===== src/rtl/rtcm_pkg.sv =====
// shared types and constants for the three-wire rtc serial master
package rtcm_pkg;

  // longest burst of data bytes after the command byte
  localparam int MaxBurst = 31;

  // configuration register indexes
  localparam logic RegHalfPeriod = 1'b0;

  // request kinds carried on the input tuser
  typedef enum logic [1:0] {
    REQ_TICK  = 2'd0,
    REQ_START = 2'd1,
    REQ_WBYTE = 2'd2,
    REQ_NONE  = 2'd3
  } req_t;

  // transaction phase
  typedef enum logic [2:0] {
    PH_IDLE = 3'd0,
    PH_CMD  = 3'd1,
    PH_WAIT = 3'd2,
    PH_WBIT = 3'd3,
    PH_RBIT = 3'd4
  } phase_t;

  // controller state carried from item to item
  typedef struct packed {
    phase_t      phase;
    logic [2:0]  bit_index;
    logic [7:0]  shift_byte;
    logic [4:0]  bytes_left;
    logic        reading;
    logic [7:0]  tick_count;
    logic        pin_ce;
    logic        pin_clk;
    logic        pin_dat;
    logic        pin_drv;
  } rtc_state_t;

  // one input item
  typedef struct packed {
    req_t        req_type;
    logic [7:0]  command;
    logic [4:0]  byte_count;
    logic [7:0]  write_data;
    logic        io_in;
  } step_in_t;

  // one result item
  typedef struct packed {
    logic        chip_enable;
    logic        serial_clock;
    logic        data_out;
    logic        data_drive;
    logic [7:0]  read_byte;
    logic        read_valid;
    logic        need_write_byte;
    logic        busy_res;
  } step_out_t;

endpackage


===== src/rtl/rtcm_step.sv =====
// per-item update of the serial master: state plus one item gives next state and result
module rtcm_step (
  input  rtcm_pkg::rtc_state_t state_cur,
  input  rtcm_pkg::step_in_t   item,
  input  logic [7:0]           half_period,
  output rtcm_pkg::rtc_state_t state_nxt,
  output rtcm_pkg::step_out_t  result
);

  logic [7:0] hp_eff;
  logic [7:0] tick_inc;
  logic [2:0] bit_inc;
  logic [4:0] bytes_dec;
  logic       rd_valid;
  logic [7:0] rd_byte;

  assign hp_eff    = (half_period == 8'd0) ? 8'd1 : half_period;
  assign tick_inc  = state_cur.tick_count + 8'd1;
  assign bit_inc   = state_cur.bit_index + 3'd1;
  assign bytes_dec = (state_cur.bytes_left != 5'd0) ? (state_cur.bytes_left - 5'd1)
                                                    : 5'd0;

  // request handling and half bit steps
  always_comb begin
    state_nxt = state_cur;
    rd_valid  = 1'b0;
    rd_byte   = 8'd0;
    if (item.req_type == rtcm_pkg::REQ_START && state_cur.phase == rtcm_pkg::PH_IDLE) begin
      state_nxt.phase      = rtcm_pkg::PH_CMD;
      state_nxt.reading    = item.command[0];
      state_nxt.bytes_left = (32'(item.byte_count) > rtcm_pkg::MaxBurst)
                             ? 5'(rtcm_pkg::MaxBurst) : item.byte_count;
      state_nxt.shift_byte = item.command;
      state_nxt.bit_index  = 3'd0;
      state_nxt.tick_count = 8'd0;
      state_nxt.pin_ce     = 1'b1;
      state_nxt.pin_clk    = 1'b0;
      state_nxt.pin_dat    = item.command[0];
      state_nxt.pin_drv    = 1'b1;
    end else if (item.req_type == rtcm_pkg::REQ_WBYTE &&
                 state_cur.phase == rtcm_pkg::PH_WAIT) begin
      state_nxt.phase      = rtcm_pkg::PH_WBIT;
      state_nxt.shift_byte = item.write_data;
      state_nxt.bit_index  = 3'd0;
      state_nxt.tick_count = 8'd0;
    end else if (item.req_type == rtcm_pkg::REQ_TICK &&
                 (state_cur.phase == rtcm_pkg::PH_CMD ||
                  state_cur.phase == rtcm_pkg::PH_WBIT ||
                  state_cur.phase == rtcm_pkg::PH_RBIT)) begin
      state_nxt.tick_count = tick_inc;
      if (tick_inc >= hp_eff) begin
        state_nxt.tick_count = 8'd0;
        if (state_cur.phase == rtcm_pkg::PH_RBIT) begin
          // read bit: rising step, then falling step samples the pin
          if (!state_cur.pin_clk) begin
            state_nxt.pin_clk = 1'b1;
          end else begin
            state_nxt.pin_clk    = 1'b0;
            state_nxt.shift_byte = {item.io_in, state_cur.shift_byte[7:1]};
            state_nxt.bit_index  = bit_inc;
            if (bit_inc == 3'd0) begin
              state_nxt.bytes_left = bytes_dec;
              rd_valid = 1'b1;
              rd_byte  = state_nxt.shift_byte;
              if (bytes_dec == 5'd0) begin
                state_nxt.phase   = rtcm_pkg::PH_IDLE;
                state_nxt.pin_ce  = 1'b0;
                state_nxt.pin_dat = 1'b0;
                state_nxt.pin_drv = 1'b0;
              end
            end
          end
        end else if (state_cur.pin_clk) begin
          // send bit: falling step drives the next bit
          state_nxt.pin_clk = 1'b0;
          state_nxt.pin_dat = state_cur.shift_byte[0];
          state_nxt.pin_drv = 1'b1;
        end else begin
          // send bit: rising step latches it in the device
          state_nxt.pin_clk    = 1'b1;
          state_nxt.shift_byte = {1'b0, state_cur.shift_byte[7:1]};
          state_nxt.bit_index  = bit_inc;
          if (bit_inc == 3'd0) begin
            if (state_cur.phase == rtcm_pkg::PH_WBIT) begin
              state_nxt.bytes_left = bytes_dec;
            end
            if (state_nxt.bytes_left == 5'd0) begin
              state_nxt.phase   = rtcm_pkg::PH_IDLE;
              state_nxt.pin_ce  = 1'b0;
              state_nxt.pin_dat = 1'b0;
              state_nxt.pin_drv = 1'b0;
            end else if (state_cur.reading) begin
              state_nxt.phase      = rtcm_pkg::PH_RBIT;
              state_nxt.shift_byte = 8'd0;
              state_nxt.pin_dat    = 1'b0;
              state_nxt.pin_drv    = 1'b0;
            end else begin
              state_nxt.phase = rtcm_pkg::PH_WAIT;
            end
          end
        end
      end
    end
  end

  // pin levels and status after the update
  always_comb begin
    result.chip_enable     = state_nxt.pin_ce;
    result.serial_clock    = state_nxt.pin_clk;
    result.data_out        = state_nxt.pin_drv & state_nxt.pin_dat;
    result.data_drive      = state_nxt.pin_drv;
    result.read_byte       = rd_byte;
    result.read_valid      = rd_valid;
    result.need_write_byte = (state_nxt.phase == rtcm_pkg::PH_WAIT);
    result.busy_res        = (state_nxt.phase != rtcm_pkg::PH_IDLE);
  end

endmodule


===== src/rtl/three_wire_rtc_serial_master_core.sv =====
// top level of the three-wire rtc serial master: stream ports, config register, pipeline
// Each input transaction is a time tick, a start request, a write byte or none; every one
// gives exactly one result transaction with the pin levels and status after it.
// The block takes one transaction per cycle while the result stream does not stall; an
// accepted input passes through the input register, the combinational state update and
// the result register, which holds the result until it is taken.
// half_period (address 0) counts ticks per half bit of the serial clock, 0 acting
// as 1; the user must write it only while idle, which the block does not enforce.
module three_wire_rtc_serial_master_core (
  input  logic        clk,
  input  logic        rst_n,
  // input stream
  input  logic        in_tvalid,
  output logic        in_tready,
  input  logic [23:0] in_tdata,   // command[7:0], byte_count[12:8], write_data[20:13], io_in[21]
  input  logic [1:0]  in_tuser,   // req_type[1:0]
  // result stream
  output logic        out_tvalid,
  input  logic        out_tready,
  output logic [15:0] out_tdata,  // chip_enable[0], serial_clock[1], data_out[2],
                                  // data_drive[3], read_byte[11:4], need_write_byte[12],
                                  // busy_res[13]
  output logic        out_tuser,  // read_valid[0]
  // configuration port
  input  logic        cfg_psel,
  input  logic        cfg_penable,
  input  logic        cfg_pwrite,
  input  logic [2:0]  cfg_paddr,
  input  logic [31:0] cfg_pwdata,
  output logic [31:0] cfg_prdata,
  output logic        cfg_pready
);

  logic                 in_full_r;
  rtcm_pkg::step_in_t   in_item_r;
  rtcm_pkg::rtc_state_t state_r;
  rtcm_pkg::rtc_state_t state_nxt;
  rtcm_pkg::step_out_t  step_res;
  logic                 out_valid_r;
  rtcm_pkg::step_out_t  out_res_r;
  logic [7:0]           half_period_r;
  logic                 advance;
  logic                 in_fire;

  // configuration register
  assign cfg_pready = 1'b1;
  assign cfg_prdata = (cfg_paddr[2] == rtcm_pkg::RegHalfPeriod) ? {24'd0, half_period_r}
                                                                : 32'd0;

  always_ff @(posedge clk) begin
    if (!rst_n) begin
      half_period_r <= 8'd1;
    end else if (cfg_psel && cfg_penable && cfg_pwrite && cfg_pready &&
                 cfg_paddr[2] == rtcm_pkg::RegHalfPeriod) begin
      half_period_r <= cfg_pwdata[7:0];
    end
  end

  // handshake: the stage moves when the result register is free or draining
  assign advance   = in_full_r && (!out_valid_r || out_tready);
  assign in_tready = !in_full_r || advance;
  assign in_fire   = in_tvalid && in_tready;

  // input register
  always_ff @(posedge clk) begin
    if (!rst_n) begin
      in_full_r <= 1'b0;
    end else if (in_fire) begin
      in_full_r <= 1'b1;
    end else if (advance) begin
      in_full_r <= 1'b0;
    end
  end

  always_ff @(posedge clk) begin
    if (in_fire) begin
      in_item_r.req_type   <= rtcm_pkg::req_t'(in_tuser);
      in_item_r.command    <= in_tdata[7:0];
      in_item_r.byte_count <= in_tdata[12:8];
      in_item_r.write_data <= in_tdata[20:13];
      in_item_r.io_in      <= in_tdata[21];
    end
  end

  // per-item update
  rtcm_step u_step (
    .state_cur   (state_r),
    .item        (in_item_r),
    .half_period (half_period_r),
    .state_nxt   (state_nxt),
    .result      (step_res)
  );

  // controller state
  always_ff @(posedge clk) begin
    if (!rst_n) begin
      state_r <= '{phase: rtcm_pkg::PH_IDLE, default: '0};
    end else if (advance) begin
      state_r <= state_nxt;
    end
  end

  // result register
  always_ff @(posedge clk) begin
    if (!rst_n) begin
      out_valid_r <= 1'b0;
    end else if (advance) begin
      out_valid_r <= 1'b1;
    end else if (out_tready) begin
      out_valid_r <= 1'b0;
    end
  end

  always_ff @(posedge clk) begin
    if (advance) begin
      out_res_r <= step_res;
    end
  end

  assign out_tvalid = out_valid_r;
  assign out_tuser  = out_res_r.read_valid;
  assign out_tdata  = {2'b00, out_res_r.busy_res, out_res_r.need_write_byte,
                       out_res_r.read_byte, out_res_r.data_drive, out_res_r.data_out,
                       out_res_r.serial_clock, out_res_r.chip_enable};

endmodule

===== config.mk =====
export PLATFORM = sky130hd
export DESIGN_NAME = three_wire_rtc_serial_master_core
export DESIGN_NICKNAME = d
export VERILOG_FILES = /design/src/rtl/rtcm_pkg.sv /design/src/rtl/rtcm_step.sv /design/src/rtl/three_wire_rtc_serial_master_core.sv
export SDC_FILE = /design/constraint.sdc
export NUM_CORES = 1
export LEC_CHECK = 0
export BUFFER_PORTS_ARGS = -buffer_cell sky130_fd_sc_hd__buf_2
export CAP_MARGIN = 10
export CORE_MARGIN = 10
export CORE_UTILIZATION = 54
export CTS_BUF_LIST = sky130_fd_sc_hd__clkbuf_2 sky130_fd_sc_hd__clkbuf_4 sky130_fd_sc_hd__clkbuf_8
export DETAILED_ROUTE_END_ITERATION = 8
export PLACE_DENSITY_LB_ADDON = 0.15
export SLEW_MARGIN = 25
export SYNTH_ARGS = -nofsm -noshare
export SYNTH_HDL_FRONTEND = slang
export SYNTH_HIERARCHICAL = 1
export SYNTH_SLANG_ARGS = --single-unit

===== constraint.sdc =====
create_clock -name clk -period 4.1 [get_ports clk]
set_clock_uncertainty 0.05 [all_clocks]
set_input_delay 1.025 -clock clk [delete_from_list [all_inputs] [get_ports clk]]
set_output_delay 1.025 -clock clk [all_outputs]
set_load 0.1 [all_outputs]

==> run summary, run 1 <==
Run status: complete, no violations
Clock sink total: 81
Reg power frac: 47.5%
Crit path launch: state_r[4]
Width of the die: 113 µm
Commonest cells post-synth: nand2_1 (99), dfxtp_1 (42), edfxtp_1 (39), mux2i_1 (35), buf_4 (32)
Min-delay worst type: flip-flop to flip-flop
CTS root buf: clkbuf_8
Reg2Reg Launch Point: state_r[4]
Met2 WL: 4170 µm
Final min period: 3.35 ns
Max Cap Viol: 0
Hold Path Stages: 2
# rows: 34
DP Area: 0.00491 mm²
Synthesized flop and latch total: 81
IO Pins: 120
CTS Buffer Depth: 2
Internal: 1.29 mW
Top cells by area, synth: edfxtp_1 (25%), dfxtp_1 (18%), nand2_1 (7.9%)
Clk slew on worst S/H paths: 0.08 ns
Share of cells above drive strength 1: 17.2%
R2r setup slk: 0.75 ns
Met1 WL: 4890 µm
Worst path slowest cell: dfxtp_1
Fmax: 0.298 GHz
Crit Path Max Fanout: 10
Max Slew Vio Count: 0
Synth Cell Area: 0.00471 mm²
Crit path launch type: flip-flop
Synth top area share: 24.9%
Final instance area: 0.00513 mm²
Final period utilization: 81.8%
Final TNS setup: 0 ns
Area of the core: 0.00859 mm²
GP Congestion: 0.882
Worst VDD drop: 218 µV
CP bufs+invs: 1
CP cell instances: and3_1 -> and3_1 -> nand3_1 -> xnor2_1 -> ha_1 -> a211o_1 -> a21oi_1 -> o21ai_0 -> o211ai_1 -> buf_4 -> a21oi_1 -> o22ai_1 -> nand2_1 -> mux2i_1
Hold Vio Cnt, Final: 0
Distinct cells, synth: 68
TritonCTS clock tree: built
Prevailing post-synth register cell: dfxtp_1
Hold_buf cts: 0
Full die area: 0.0129 mm²
EDFF count, synth: 39
Metal3 WL: 762 µm
Worst-Skew Late Latency: 0.37 ns
Pwr dens: 366 mW/mm²
WL/cell: 15.0 µm
Vias: 3567
CP Capture Type: flip-flop
CP endpoint: state_r[20]
Nets: 633
Final ANT Viol Nets: 0
Number of global-route vias before repair: 3485
CP arrival: 3.60 ns
Post-Syn Instances: 506
Vias/cell: 5.36
Sequential area share after synthesis: 42.7%
DR pass1 iterations: 4
Largest net degree at the start of global routing: 51
1st-iter DRT viols: 287
Async SR Flop Fraction: 0%
CP Data Required Time: 4.34 ns
WP depth: 14
Remaining routing DRC violations: 0
P_leak: 2.12 nW
Clk pwr share: 35.2%
Worst-Margin Slew: 0.857 ns
Cts bufs inserted: 9
Most frequent cell after synthesis: nand2_1
Max_slew headroom: 42.9%
Overflow after GRT: 0
Cell depth of the worst flop-to-flop path: 14
HPWL after DPL: 7350 µm
Sw Share: 31.5%
Initial core utilization: 54.8%
Syn avg cell area: 9.31 µm²
Chip height: 113 µm
DR top layer: met4
Area grow syn2layout: 9.00%
Post-CTS Resized: 0
Initial antenna violation count: 0
Kind of critical path: flip-flop to flip-flop
ANT cells: 0
P_sw: 592 µW
Postcts setup bufs: 0
Synth Warn #: 6
CP delay by family, top: compound AO/OA/AOI/OAI gates
Final Setup Violations: 0
Logic pwr share: 17.3%
Worst r2r dst: state_r[20]
GRT Overall Usage: 15.8%
Largest area contributor in the netlist: edfxtp_1
Port Buffers: 64
H-tree Lvls: 3
First-pass GRT wire length: 16900 µm
Unrepaired setup endpoints after global routing: no
Critical Path Max Stage Delay: 0.43 ns
Routed WL: 10000 µm
## worst min path at each step
stage	start	to	slack, ns
floorplan	state_r[15]	state_r[15]	0.38
global placement	state_r[3]	state_r[3]	0.39
detailed placement	state_r[3]	state_r[3]	0.41
CTS	state_r[3]	state_r[3]	0.42
global route	half_period_r[3]	half_period_r[3]	0.46
finish	state_r[3]	state_r[3]	0.42
## metrics by stage
stage          utilization (%)  instances  power, mW  hold slack (ns)  worst slack (ns)
2_1_floorplan                -        531       1.21            0.384             0.665
3_3_place_gp              57.1        650       1.23            0.395             0.803
3_5_place_dp              57.1        650       1.24            0.408             0.793
4_1_cts                   59.7        666       1.90            0.422             0.742
5_1_grt                   59.8        666       1.96            0.463             0.497
6_report                  59.8        666       1.88            0.415             0.747
## cells by family (layout without fill, tap and decap cells)
logic type / after synthesis / after routing / share of synthesized area [%]
DFF: 81 / 81 / 42.7
and+or+nand+nor: 198 / 198 / 20.7
other: 2 / 27 / 0.159
buffers and inverters: 76 / 103 / 10.0
muxes: 35 / 35 / 7.44
adders and majority gates: 13 / 13 / 3.40
AOI/OAI and AO/OA: 86 / 86 / 12.7
xor gates and xnor gates: 15 / 15 / 2.79
## sequential cells by signal, summed over array words and instances (netlist names)
signal         flops
half_period_r      8
in_full_r          1
in_item_r         24
out_tdata         14
out_tuser          1
out_tvalid         1
state_r           32
## metal layers
layer  vias up  global-route usage, %
li1       1826                      -
met1      1610                   21.5
met2       116                   23.0
met3        15                   4.88
met4         0                   5.84
met5         -                      0
## power groups by stage
stage	combinational [mW]	sequential, mW	clock, mW
final	0.326	0.894	0.662
after detailed placement	0.324	0.913	0
after CTS	0.324	0.894	0.677
after global placement	0.321	0.912	0
after floorplan	0.245	0.966	0
after global routing	0.345	0.897	0.717
## worst reg2reg max path, stage by stage (launching register included)
cell and delay (ns):
dfxtp_1 0.43, and3_1 0.23, and3_1 0.25, nand3_1 0.12
xnor2_1 0.14, ha_1 0.30, a211o_1 0.29, a21oi_1 0.14
o21ai_0 0.24, o211ai_1 0.30, buf_4 0.27, a21oi_1 0.08
o22ai_1 0.17, nand2_1 0.08, mux2i_1 0.17
## cell type report
cell class	instances	area (µm²)
Sequential cell	81	2010
Clock buffer	9	124
Tap cell	108	135
Inverter	19	71.3
Fill cell	795	3460
Clock inverter	7	103
Multi-Input combinational cell	374	2330
Timing Repair Buffer	68	363
## cells in the final DEF (no fill, tap or decap), types with 3 or more instances in the layout
cell       netlist  routed
o21a_1           4       4
nand2_1         99      99
nor2b_1          4       4
o211ai_1         4       4
xnor2_1          4       4
o2bb2ai_1        4       4
and3_1          14      14
edfxtp_1        39      39
and2b_1          6       6
a21o_1           4       4
inv_1           18      18
a21oi_1         18      18
nor4_1           3       3
xor2_1          11      11
buf_4           32       3
nor3_1           3       3
dfxtp_1         42      42
a31oi_1          3       3
or3_1            4       4
nand3_1         15      15
mux2i_1         35      35
conb_1           2      27
o22ai_1          6       6
buf_2            8      64
clkbuf_8         0       9
o21ai_0         11      11
nor2_1          29      29
nand2b_1         4       4
o31ai_1          4       4
ha_1            12      12
Note: power is estimated with default switching activity, not from simulation.
==> inputs of run 2 (changes only) <==
clock period = 3.2 ns   (was 4.1 ns; I/O delays follow)
==> run 2 against run 1 <==
Effect of this change:
- sequential share of layout area fell by 0.70 points
- cell area increased by 1.9%
- clock power up 13%
- core utilization is 1.1 points higher
- largest power group unchanged
- maximum frequency is 11% higher
- highest routed layer unchanged
- routed wire length grew 5.3%
- worst setup slack worse by 0.58 ns
- cell count is 2.0% higher
==> run summary, run 2 (synthesis results as in run 1) <==
Run status: complete, no violations
Remaining routing DRC violations: 0
Max Cap Viol: 0
Nets: 646
First-pass GRT wire length: 17100 µm
Pwr dens: 445 mW/mm²
HPWL after DPL: 7670 µm
Initial antenna violation count: 0
Cts bufs inserted: 9
Final instance area: 0.00523 mm²
TritonCTS clock tree: built
Kind of critical path: flip-flop to flip-flop
H-tree Lvls: 3
Placed instance count: 662
Worst VDD drop: 257 µV
# rows: 34
Max_slew headroom: 56.4%
Final period utilization: 94.7%
Initial core utilization: 54.8%
P_sw: 742 µW
Max reg flops: 32
Crit path launch type: flip-flop
Final Setup Violations: 0
Most common cell after layout, fill and taps aside: nand2_1
Sw Share: 31.9%
Routed WL: 10500 µm
Commonest non-fill, non-tap cells in the layout: nand2_1 (98), buf_2 (64), dfxtp_1 (41)
Worst-Margin Slew: 0.654 ns
DP Area: 0.00500 mm²
CTS root buf: clkbuf_8
Worst-Skew Late Latency: 0.36 ns
Fmax: 0.330 GHz
Clk pwr share: 32.2%
CP arrival: 3.17 ns
Share of cells above drive strength 1: 20.3%
Chip height: 113 µm
CP Capture Type: flip-flop
Final ANT Viol Nets: 0
DR pass1 iterations: 4
Reg power frac: 49.3%
Area of the core: 0.00859 mm²
IO Pins: 120
Largest reg by FF count: state_r
CTS Buffer Depth: 2
Logic pwr share: 18.5%
Core Util, Final: 60.9%
Max Slew Vio Count: 0
Number of global-route vias before repair: 3548
Full die area: 0.0129 mm²
Vias/cell: 5.52
Min-delay worst type: flip-flop to flip-flop
CP Data Required Time: 3.34 ns
P_leak: 2.17 nW
Final TNS setup: 0 ns
Clock sink total: 81
Clk slew on worst S/H paths: 0.08 ns
GP Congestion: 0.884
Area grow syn2layout: 11.0%
Filler cell count: 744
Width of the die: 113 µm
GRT Overall Usage: 16.1%
ANT cells: 0
Hold_buf cts: 0
Overflow after GRT: 0
1st-iter DRT viols: 316
Crit Path Max Fanout: 7
Port Buffers: 64
Final min period: 3.03 ns
WL/cell: 15.5 µm
Vias: 3751
Final std cells w/o fill: 679
Internal: 1.58 mW
Largest net degree at the start of global routing: 45
Hold Vio Cnt, Final: 0
run 2: routing by layer:
metal | wire length (µm) | track usage (%)
met5 | 0 | 0
met4 | 180 | 7.11
met3 | 1080 | 4.93
met2 | 4570 | 23.8
met1 | 4690 | 21.2
run 2: worst paths after layout:
path	startpoint	endpoint	slack, ns	cells past startpoint
setup reg to reg	state_r[5]	out_tdata[12]	0.17	12
setup / recovery	state_r[5]	out_tdata[12]	0.17	12
hold / removal	state_r[3]	state_r[3]	0.43	2
hold reg to reg	state_r[3]	state_r[3]	0.43	2
run 2: cell type report:
cell class                 count  area, µm²  share of cell area, %
multi-input combinational    374       2350                   45.0
inverter                      19       71.3                   1.36
sequential                    81       2010                   38.5
clock buffer                  10        131                   2.51
clock inverter                 6       67.6                   1.29
tap                          108        135                   2.58
timing repair buffer          81        460                   8.80
run 2: critical path: stages (launching register included):
cell and delay [ns]:
dfxtp_1 0.39, ha_1 0.23, and3_2 0.24, nand3_1 0.12, xnor2_1 0.16, ha_1 0.30
nor2_1 0.04, nor2_1 0.16, o21ai_2 0.16, or4_4 0.54, a21oi_2 0.18, inv_2 0.06
nor4_2 0.22
run 2: through the flow:
| stage | setup WS (ns) | hold slack [ns] | power (mW) |
|---|---|---|---|
| after floorplan | 0.215 | 0.384 | 1.55 |
| after detailed placement | 0.0624 | 0.420 | 1.60 |
| after global placement | 0.124 | 0.395 | 1.59 |
| after global routing | -0.0171 | 0.449 | 2.42 |
| final | 0.171 | 0.430 | 2.33 |
| after CTS | 0.0297 | 0.432 | 2.35 |
run 2: timing repair:
action	CTS	global route
gates resized for setup	0	9
buffers inserted	0	1
endpoints found under the setup margin	0	32
endpoints found under the hold margin	0	0
run 2: power by group through the flow:
stage | sequential (mW) | combinational, mW | clock, mW
floorplan | 1.24 | 0.314 | 0
global placement | 1.17 | 0.421 | 0
detailed placement | 1.17 | 0.425 | 0
CTS | 1.15 | 0.426 | 0.779
global route | 1.15 | 0.454 | 0.814
finish | 1.15 | 0.430 | 0.750
